--- src/rtl/cmfs_pkg.sv ---
`default_nettype none

package cmfs_pkg;

  localparam int IN_BITS      = 16;
  localparam int UV_FRAC_BITS = 16;

  localparam int UV_W       = UV_FRAC_BITS + 1;
  localparam int NUM_W      = IN_BITS + 1;
  localparam int DIV_W      = IN_BITS + UV_FRAC_BITS + 1;
  localparam int N_CELLS    = UV_W;
  localparam int IN_DATA_W  = ((3 * IN_BITS + 7) / 8) * 8;
  localparam int OUT_DATA_W = ((3 + 2 * UV_W + 7) / 8) * 8;

  localparam logic [UV_W-1:0] UV_ONE  = {1'b1, {UV_FRAC_BITS{1'b0}}};
  localparam logic [UV_W-1:0] UV_HALF = {2'b01, {(UV_FRAC_BITS - 1){1'b0}}};

  typedef enum logic [2:0] {
    FACE_PX,
    FACE_NX,
    FACE_PY,
    FACE_NY,
    FACE_PZ,
    FACE_NZ
  } face_t;

  typedef struct packed {
    face_t face;
    logic  flip;
    logic  degen;
  } side_t;

  typedef struct packed {
    logic [DIV_W-1:0] ds;
    logic [DIV_W-1:0] rem_u;
    logic [DIV_W-1:0] rem_v;
    logic [UV_W-1:0]  quo_u;
    logic [UV_W-1:0]  quo_v;
    side_t            side;
  } div_t;

  typedef struct packed {
    face_t           face;
    logic [UV_W-1:0] tex_u;
    logic [UV_W-1:0] tex_v;
    logic            degen;
  } res_t;

endpackage

`default_nettype wire

--- src/rtl/cmfs_front.sv ---
`default_nettype none

module cmfs_front (
  input  wire logic                           clk,
  input  wire logic                           rst_n,
  input  wire logic                           en,
  input  wire logic                           in_valid,
  input  wire logic [cmfs_pkg::IN_BITS-1:0]   dir_x,
  input  wire logic [cmfs_pkg::IN_BITS-1:0]   dir_y,
  input  wire logic [cmfs_pkg::IN_BITS-1:0]   dir_z,
  output logic                                valid_r,
  output cmfs_pkg::div_t                      d_r
);

  logic [cmfs_pkg::IN_BITS-1:0]   ax, ay, az, big, mu, mv;
  logic [cmfs_pkg::IN_BITS+1:0]   sum_u, sum_v;
  logic [cmfs_pkg::NUM_W-1:0]     num_u, num_v;
  cmfs_pkg::face_t                face;
  cmfs_pkg::div_t                 d_nxt;

  always_comb begin
    ax = dir_x[cmfs_pkg::IN_BITS-1] ? (~dir_x + 1'b1) : dir_x;
    ay = dir_y[cmfs_pkg::IN_BITS-1] ? (~dir_y + 1'b1) : dir_y;
    az = dir_z[cmfs_pkg::IN_BITS-1] ? (~dir_z + 1'b1) : dir_z;

    if (ax >= ay && ax >= az) begin
      face = dir_x[cmfs_pkg::IN_BITS-1] ? cmfs_pkg::FACE_NX : cmfs_pkg::FACE_PX;
      big  = ax;
      mu   = dir_z;
      mv   = dir_y;
    end else if (ay >= az) begin
      face = dir_y[cmfs_pkg::IN_BITS-1] ? cmfs_pkg::FACE_NY : cmfs_pkg::FACE_PY;
      big  = ay;
      mu   = dir_x;
      mv   = dir_z;
    end else begin
      face = dir_z[cmfs_pkg::IN_BITS-1] ? cmfs_pkg::FACE_NZ : cmfs_pkg::FACE_PZ;
      big  = az;
      mu   = dir_x;
      mv   = dir_y;
    end

    // The minor component plus the major magnitude is never negative.
    sum_u = {{2{mu[cmfs_pkg::IN_BITS-1]}}, mu} + {2'b00, big};
    sum_v = {{2{mv[cmfs_pkg::IN_BITS-1]}}, mv} + {2'b00, big};
    num_u = sum_u[cmfs_pkg::NUM_W-1:0];
    num_v = sum_v[cmfs_pkg::NUM_W-1:0];

    d_nxt.ds    = {big, {(cmfs_pkg::UV_FRAC_BITS + 1){1'b0}}};
    d_nxt.rem_u = {num_u, {cmfs_pkg::UV_FRAC_BITS{1'b0}}}
                + {{(cmfs_pkg::UV_FRAC_BITS + 1){1'b0}}, big};
    d_nxt.rem_v = {num_v, {cmfs_pkg::UV_FRAC_BITS{1'b0}}}
                + {{(cmfs_pkg::UV_FRAC_BITS + 1){1'b0}}, big};
    d_nxt.quo_u = '0;
    d_nxt.quo_v = '0;
    d_nxt.side.face  = face;
    d_nxt.side.flip  = (face == cmfs_pkg::FACE_PY) || (face == cmfs_pkg::FACE_NY) ||
                       (face == cmfs_pkg::FACE_PZ);
    d_nxt.side.degen = (big == '0);
  end

  always_ff @(posedge clk) begin
    if (!rst_n) begin
      valid_r <= 1'b0;
    end else if (en) begin
      valid_r <= in_valid;
    end
  end

  always_ff @(posedge clk) begin
    if (en) begin
      d_r <= d_nxt;
    end
  end

endmodule

`default_nettype wire

--- src/rtl/cmfs_div_cell.sv ---
`default_nettype none

module cmfs_div_cell (
  input  wire logic            clk,
  input  wire logic            rst_n,
  input  wire logic            en,
  input  wire logic            valid_in,
  input  wire cmfs_pkg::div_t  d_in,
  output logic                 valid_r,
  output cmfs_pkg::div_t       d_r
);

  logic           ge_u, ge_v;
  cmfs_pkg::div_t d_nxt;

  always_comb begin
    ge_u = (d_in.rem_u >= d_in.ds);
    ge_v = (d_in.rem_v >= d_in.ds);
    d_nxt       = d_in;
    d_nxt.ds    = d_in.ds >> 1;
    d_nxt.rem_u = ge_u ? (d_in.rem_u - d_in.ds) : d_in.rem_u;
    d_nxt.rem_v = ge_v ? (d_in.rem_v - d_in.ds) : d_in.rem_v;
    d_nxt.quo_u = {d_in.quo_u[cmfs_pkg::UV_W-2:0], ge_u};
    d_nxt.quo_v = {d_in.quo_v[cmfs_pkg::UV_W-2:0], ge_v};
  end

  always_ff @(posedge clk) begin
    if (!rst_n) begin
      valid_r <= 1'b0;
    end else if (en) begin
      valid_r <= valid_in;
    end
  end

  always_ff @(posedge clk) begin
    if (en) begin
      d_r <= d_nxt;
    end
  end

endmodule

`default_nettype wire

--- src/rtl/cmfs_out.sv ---
`default_nettype none

module cmfs_out (
  input  wire logic                              clk,
  input  wire logic                              rst_n,
  input  wire logic                              push_valid,
  input  wire cmfs_pkg::div_t                    push_d,
  output logic                                   ready,
  output logic                                   out_tvalid,
  input  wire logic                              out_tready,
  output logic [cmfs_pkg::OUT_DATA_W-1:0]        out_tdata,
  output logic                                   out_tuser
);

  logic           out_valid_r, skid_valid_r;
  cmfs_pkg::res_t out_r, skid_r, res;
  logic           push, take;

  always_comb begin
    res.face  = push_d.side.face;
    res.degen = push_d.side.degen;
    if (push_d.side.degen) begin
      res.tex_u = cmfs_pkg::UV_HALF;
      res.tex_v = cmfs_pkg::UV_HALF;
    end else if (push_d.side.flip) begin
      res.tex_u = cmfs_pkg::UV_ONE - push_d.quo_u;
      res.tex_v = cmfs_pkg::UV_ONE - push_d.quo_v;
    end else begin
      res.tex_u = push_d.quo_u;
      res.tex_v = push_d.quo_v;
    end
  end

  assign ready = !skid_valid_r;
  assign push  = push_valid && ready;
  assign take  = out_tready || !out_valid_r;

  always_ff @(posedge clk) begin
    if (!rst_n) begin
      out_valid_r  <= 1'b0;
      skid_valid_r <= 1'b0;
    end else if (take) begin
      if (skid_valid_r) begin
        out_valid_r  <= 1'b1;
        skid_valid_r <= 1'b0;
      end else begin
        out_valid_r <= push;
      end
    end else if (push) begin
      skid_valid_r <= 1'b1;
    end
  end

  always_ff @(posedge clk) begin
    if (take) begin
      out_r <= skid_valid_r ? skid_r : res;
    end else if (push) begin
      skid_r <= res;
    end
  end

  assign out_tvalid = out_valid_r;
  assign out_tdata  = cmfs_pkg::OUT_DATA_W'({out_r.tex_v, out_r.tex_u, out_r.face});
  assign out_tuser  = out_r.degen;

  a_skid_behind_out: assert property (@(posedge clk) disable iff (!rst_n)
    skid_valid_r |-> out_valid_r)
    else $error("skid register holds a request while the output register is empty");

  a_tex_range: assert property (@(posedge clk) disable iff (!rst_n)
    out_valid_r |-> (out_r.tex_u <= cmfs_pkg::UV_ONE) && (out_r.tex_v <= cmfs_pkg::UV_ONE))
    else $error("texture coordinate above 1.0");

  a_degen_result: assert property (@(posedge clk) disable iff (!rst_n)
    (out_valid_r && out_r.degen) |->
      (out_r.face == cmfs_pkg::FACE_PX) && (out_r.tex_u == cmfs_pkg::UV_HALF) &&
      (out_r.tex_v == cmfs_pkg::UV_HALF))
    else $error("zero vector result is not the +x face at the center");

endmodule

`default_nettype wire

--- src/rtl/cube_map_face_select_uv.sv ---
`default_nettype none

// Channel  Direction  Payload
// in_      slave      tdata: dir_x, dir_y, dir_z (signed Q1.15, lowest bits first)
// out_     master     tdata: face, tex_u, tex_v; tuser: degenerate
//
// One request is taken per cycle while the skid register is empty. Its result passes
// through one select stage, one divider cell per coordinate bit, and the output
// register, in that order. The divider cells advance together
// while the skid register is empty. A stalled output is held while one more result
// lands in the skid register. Reset clears only the valid bits; there is no clearing pass.

module cube_map_face_select_uv (
  input  wire logic                              clk,
  input  wire logic                              rst_n,
  input  wire logic                              in_tvalid,
  output logic                                   in_tready,
  input  wire logic [cmfs_pkg::IN_DATA_W-1:0]    in_tdata,   // dir_x, dir_y, dir_z
  output logic                                   out_tvalid,
  input  wire logic                              out_tready,
  output logic [cmfs_pkg::OUT_DATA_W-1:0]        out_tdata,  // face, tex_u, tex_v
  output logic                                   out_tuser   // degenerate
);

  logic           en;
  logic           stage_v [0:cmfs_pkg::N_CELLS];
  cmfs_pkg::div_t stage_d [0:cmfs_pkg::N_CELLS];

  assign in_tready = en;

  cmfs_front u_front (
    .clk      (clk),
    .rst_n    (rst_n),
    .en       (en),
    .in_valid (in_tvalid),
    .dir_x    (in_tdata[cmfs_pkg::IN_BITS-1:0]),
    .dir_y    (in_tdata[2*cmfs_pkg::IN_BITS-1:cmfs_pkg::IN_BITS]),
    .dir_z    (in_tdata[3*cmfs_pkg::IN_BITS-1:2*cmfs_pkg::IN_BITS]),
    .valid_r  (stage_v[0]),
    .d_r      (stage_d[0])
  );

  for (genvar i = 0; i < cmfs_pkg::N_CELLS; i++) begin : g_cell
    cmfs_div_cell u_cell (
      .clk      (clk),
      .rst_n    (rst_n),
      .en       (en),
      .valid_in (stage_v[i]),
      .d_in     (stage_d[i]),
      .valid_r  (stage_v[i+1]),
      .d_r      (stage_d[i+1])
    );
  end

  cmfs_out u_out (
    .clk        (clk),
    .rst_n      (rst_n),
    .push_valid (stage_v[cmfs_pkg::N_CELLS]),
    .push_d     (stage_d[cmfs_pkg::N_CELLS]),
    .ready      (en),
    .out_tvalid (out_tvalid),
    .out_tready (out_tready),
    .out_tdata  (out_tdata),
    .out_tuser  (out_tuser)
  );

endmodule

`default_nettype wire

--- config.mk ---
export PLATFORM = sky130hd
export DESIGN_NAME = cube_map_face_select_uv
export DESIGN_NICKNAME = d
export VERILOG_FILES = /design/src/rtl/cmfs_pkg.sv /design/src/rtl/cmfs_front.sv /design/src/rtl/cmfs_div_cell.sv /design/src/rtl/cmfs_out.sv /design/src/rtl/cube_map_face_select_uv.sv
export SDC_FILE = /design/constraint.sdc
export NUM_CORES = 2
export LEC_CHECK = 0
export BUFFER_PORTS_ARGS = -buffer_cell sky130_fd_sc_hd__buf_2
export CORE_MARGIN = 8
export CORE_UTILIZATION = 30
export CTS_BUF_LIST = sky130_fd_sc_hd__clkbuf_2 sky130_fd_sc_hd__clkbuf_4 sky130_fd_sc_hd__clkbuf_8
export CTS_CLUSTER_SIZE = 24
export DETAILED_ROUTE_END_ITERATION = 7
export GPL_ROUTABILITY_DRIVEN = 0
export GPL_TIMING_DRIVEN = 0
export PLACE_DENSITY = 0.44
export SYNTH_ARGS = -nofsm -noshare
export SYNTH_HDL_FRONTEND = slang
export SYNTH_SLANG_ARGS = --single-unit
--- constraint.sdc ---
create_clock -name clk -period 120.5 [get_ports clk]
set_input_delay 24.1 -clock clk [delete_from_list [all_inputs] [get_ports clk]]
set_output_delay 24.1 -clock clk [all_outputs]
set_load 0.02 [all_outputs]
* Yosys cells after proc, flatten, opt, wreduce, memory -nomap -nowiden *
Cells that the tools add are included.

cells by class
  $add $sub $neg = 41
  magnitude comparators = 37
  eq/ne operators = 3
  multiplexer cells = 49
  bitwise operators = 5
  reductions and logical operators = 10

operator list
  cell              count
  $mux 33           32
  $mux 16           8
  $mux 34           2
  $add 33x16->33    2
  $ge 33x17->1      2
  $ge 33x18->1      2
  $ge 33x19->1      2
  $ge 33x20->1      2
  $ge 33x21->1      2
  $ge 33x22->1      2
  $ge 33x23->1      2
  $ge 33x24->1      2
  $ge 33x25->1      2
  $ge 33x26->1      2
  $ge 33x27->1      2
  $ge 33x28->1      2
  $ge 33x29->1      2
  $ge 33x30->1      2
  $ge 33x31->1      2
  $ge 33x32->1      2
  $ge 33x33->1      2
  $sub 33x18->33    2
  $sub 33x19->33    2
  $sub 33x20->33    2
  30 further kinds  61

word-level totals
  register bits after elaboration = 1886
  output and inout bits = 43
  logic and storage cells = 312

* Longest topological paths before layout *
  depth in word-level cells = 9
  mapped depth = 36

* Cells and area by module *
A second synthesis with hierarchy kept.

unflattened totals
  cells, all modules = 14419
  area, all modules = 159406.6 um2

by module, submodules not included
  module                                  instances  cells an instance  area each (um2)
  cmfs_div_cell at g_cell[2].u_cell ...   6          779                8775.9
  cmfs_div_cell at g_cell[12].u_cell ...  5          789                8887.3
  cmfs_div_cell at g_cell[0].u_cell       1          811                8853.5
  cmfs_div_cell at g_cell[10].u_cell      1          827                8852.2
  cmfs_div_cell at g_cell[6].u_cell       1          775                8743.4
  cmfs_div_cell at g_cell[1].u_cell       1          792                8648.3
  cmfs_div_cell at g_cell[11].u_cell      1          827                8632.0
  cmfs_div_cell at g_cell[7].u_cell       1          755                8383.0
  cmfs_front                              1          701                6498.7
  cmfs_out                                1          312                3703.6

* Worst setup path after synthesis *
Ideal clock, no wire load.

  path type = flip-flop to output port
  start point = register u_out.skid_valid_r
  end point = output in_tready
  arrival = 27.316 ns
  data required time = 96.400 ns
  path slack = 69.084 ns
  stages on the path, launching flop included = 3
  buffers on the path = 1
  cell sequence = dfxtp_1 -> clkbuf_1 -> clkinv_1

between the ends
  cells in the longest elaborated chain, start to end = 1

RTL lines
  item                    RTL line                       text
  from (decl)             cmfs_out.sv:15                 logic out_valid_r, skid_valid_r;
  from (signal assigned)  cmfs_out.sv:41                 skid_valid_r <= 1'b0;
  from (signal assigned)  cmfs_out.sv:45                 skid_valid_r <= 1'b0;
  from (signal assigned)  cmfs_out.sv:50                 skid_valid_r <= 1'b1;
  $logic_not 1->1         cmfs_out.sv:34                 assign ready = !skid_valid_r;
  to (decl)               cube_map_face_select_uv.sv:17  output logic in_tready,

Every way passes these cells.

==> flow_summary.toml <==
[critical_path]
cp_common_cell = "o21ai_0"
timing.rr.end = "g_cell[0].u_cell.d_r[102]"
crit_family = "compound AO/OA/AOI/OAI gates"
start_kind = "input port"
end_kind = "flop"
r2r_start = "u_front.d_r[39]"
cp.required_ns = 121.17
regToRegSetupSlack_ns = 114.51
cp_slowest_cell = "a21oi_1"
crit_buf_inv = 3
slowest_delay_ns = 0.85
crit_fanout = 10
arrival_ns = 32.41
reg2reg_depth = 16
critPathKind = "in2reg"

[grt]
grt.overflow.total = 0
grt_max_degree = 104
antenna_found_initial = 7
grt_first_pass_wirelength_um = 354000
grt_usage_pct = 14.9
grt_pass1_vias = 60102

[route]
routed_wl_um = 234000
drc = 0
vias_per_cell = 4.89
drt_pass1_iterations = 5
num_vias = 58436
ant_nets = 0
dr.first_iter.drc_count = 3498
wl_per_cell_um = 19.5

[cts]
ctsRootBufferMaster = "clkbuf_8"
cts.htree.levels = 5
numCtsBuffers = 287
clkLatencyLatePin_ns = 0.97
cts_tree = "built"
post_cts_buffers = 0
cts.hold.buffers_added = 0
cts_resized = 0
cts_buffer_depth = 4
clkTransAtPathRegs_ns = 0.06
cts.sinks = 1552

[logic_synthesis]
synth_xor_area_share_pct = 6.41
synth_cell_types = 91
synth_edf_count = 1532
synth.area.top_cells = "edfxtp_1 (53%), ha_1 (8.8%), xnor2_1 (3.5%)"
synth_top_area_share_pct = 53.5
syn_inst = 7583
synth_fa_ha_area_share_pct = 9.66
syn-cell-area_um2 = 86000
synth_flop_cell = "edfxtp_1"
synth_top_family_by_area = "compound AO/OA/AOI/OAI gates"
synth_compound_area_share_pct = 12.3
ys_async_sr_fraction_pct = 0
synth-seq-area-share_pct = 54.0
avgSynthCellArea_um2 = 11.3
yosys.area_share.simple_pct = 12.3
muxShareOfSynthArea_pct = 2.24
yosysTopAreaCell = "edfxtp_1"
synth-seq-cells = 1552
synth_warnings = 0

[place]
io_buffers = 86
dp_hpwl_um = 183000

[timing]
timing.fmax_mhz = 31.5
final_hold_viol_count = 0
finalCritPeriodShare_pct = 26.3
setup_viol = 0
skew_ns = 0.0826
slew_violations = 11
holdWs_ns = 0.388
setup_tns_ns = 0
period_minus_slack_ns = 31.74
slew_headroom_pct = -3.50
rsz0062_at_grt = "no"
tightestPinTransition_ns = 1.55

[cells_and_area]
final_common_cell = "edfxtp_1"
drive_above_1_share_pct = 9.07
areaGrowthSynthToFinish_pct = 13.1
layout_common_cells = "edfxtp_1 (1532), nand2_1 (661), ha_1 (608), inv_1 (567), nor2_1 (525)"
finalNetCount = 8679
num-fill-cells = 28271

[floorplan]
die_area_um2 = 304000
initial_utilization_pct = 30.2
core-area_um2 = 285000
chipHeight_um = 551
rows = 196
fp.dieW_um = 551
design.portCount = 95

[outcome]
violations = "capacitance limit, slew limit"
run_status = "complete, but fails checks"

[worst_hold_path]
min_from = "g_cell[7].u_cell.d_r[11]"
hold_path_depth = 0
hold_path_end = "g_cell[8].u_cell.d_r[12]"
hp-class = "reg2reg"

[run]
cap_violations = 1

[power_and_ir_drop]
p_leak_nw = 37.9
powerDensity_nw_per_um2 = 31.9
ir_worst_vdd_v = 0.0000194
## layer usage
layer / wire length [um] / global-route usage, % / vias to the layer above / part of all wire, %
met5: 0 / 0 / - / 0
met3: 8380 / 1.96 / 513 / 3.6
li1: - / - / 28766 / -
met2: 115000 / 26.8 / 1254 / 49
met1: 99800 / 17.8 / 27903 / 43
met4: 10300 / 6.37 / 0 / 4.4
## sequential cells by signal (all words and copies together) (netlist names)
name                   count
g_cell.u_cell.valid_r     17
u_front.valid_r            1
g_cell.u_cell.d_r       1401
u_out.out_tuser            1
u_out.out_tdata           37
u_front.d_r               55
u_out.out_tvalid           1
u_out.skid_valid_r         1
u_out.skid_r              38
## per-stage QoR
stage | power [W] | area [um2] | cells | util [%] | setup slack (ns)
2_1_floorplan | 0.00213 | 86000 | 7585 | - | 69.08
3_3_place_gp | 0.00259 | 91200 | 11433 | 32.0 | 45.99
3_5_place_dp | 0.00260 | 91700 | 11458 | 32.2 | 87.98
4_1_cts | 0.00313 | 97200 | 11945 | 34.1 | 88.97
5_1_grt | 0.00334 | 97200 | 11951 | 34.1 | 88.36
6_report | 0.00310 | 97200 | 11952 | 34.1 | 88.76
## cells by family (layout without fill, tap and decap cells)
group | Yosys count | count (layout)
other | 1 | 10
AO/OA/AOI/OAI | 1696 | 1696
XOR/XNOR | 627 | 627
multiplexers | 176 | 176
adder cells (fa/ha/maj) | 644 | 644
flip-flops | 1552 | 1552
buffers and inverters | 717 | 1315
AND/OR/NAND/NOR | 2170 | 2170
## power breakdown
group          internal (W)  switching (W)
registers          0.000939       0.000172
clock network      0.000276       0.000223
logic              0.000635       0.000858
total               0.00185        0.00125
## worst max-delay path by stage
stage,startpoint,cells after the start,to,slack [ns]
after floorplan,u_out.skid_valid_r,2,in_tready,69.08
after global placement,u_out.skid_valid_r,3,in_tready,45.99
after detailed placement,in_tdata[32],30,u_front.d_r[71],87.98
after CTS,in_tdata[32],28,u_front.d_r[71],88.97
after global routing,in_tdata[32],35,u_front.d_r[71],88.36
final,in_tdata[32],31,u_front.d_r[71],88.76
## layout make-up
type	instances	area, um2	area share [%]
clock buffers	377	4660	4.80
repair buffers	111	965	0.992
multi-input cells	5316	36900	38.0
clock inverters	110	846	0.870
diodes	7	17.5	0.0180
plain buffers	145	569	0.585
well taps	3762	4710	4.84
inverters	572	2150	2.21
flip-flops and latches	1552	46400	47.7
## cells in the mapped netlist, types with 35 or more instances
library cell / instances
edfxtp_1: 1532
nand2b_1: 99
a21boi_0: 106
nor3_1: 155
a211oi_1: 35
nor2b_1: 124
o21a_1: 61
o21ai_0: 430
a21o_1: 203
inv_1: 567
nor2_1: 525
o31ai_1: 140
xor2_1: 279
a21oi_1: 483
nand2_1: 661
nor4_1: 90
ha_1: 608
or3_1: 96
nand3_1: 119
mux2i_1: 46
xnor2_1: 347
and3_1: 48
mux2_2: 130
clkbuf_1: 131
nand4_1: 90
Note: power is estimated with default switching activity, not from simulation.
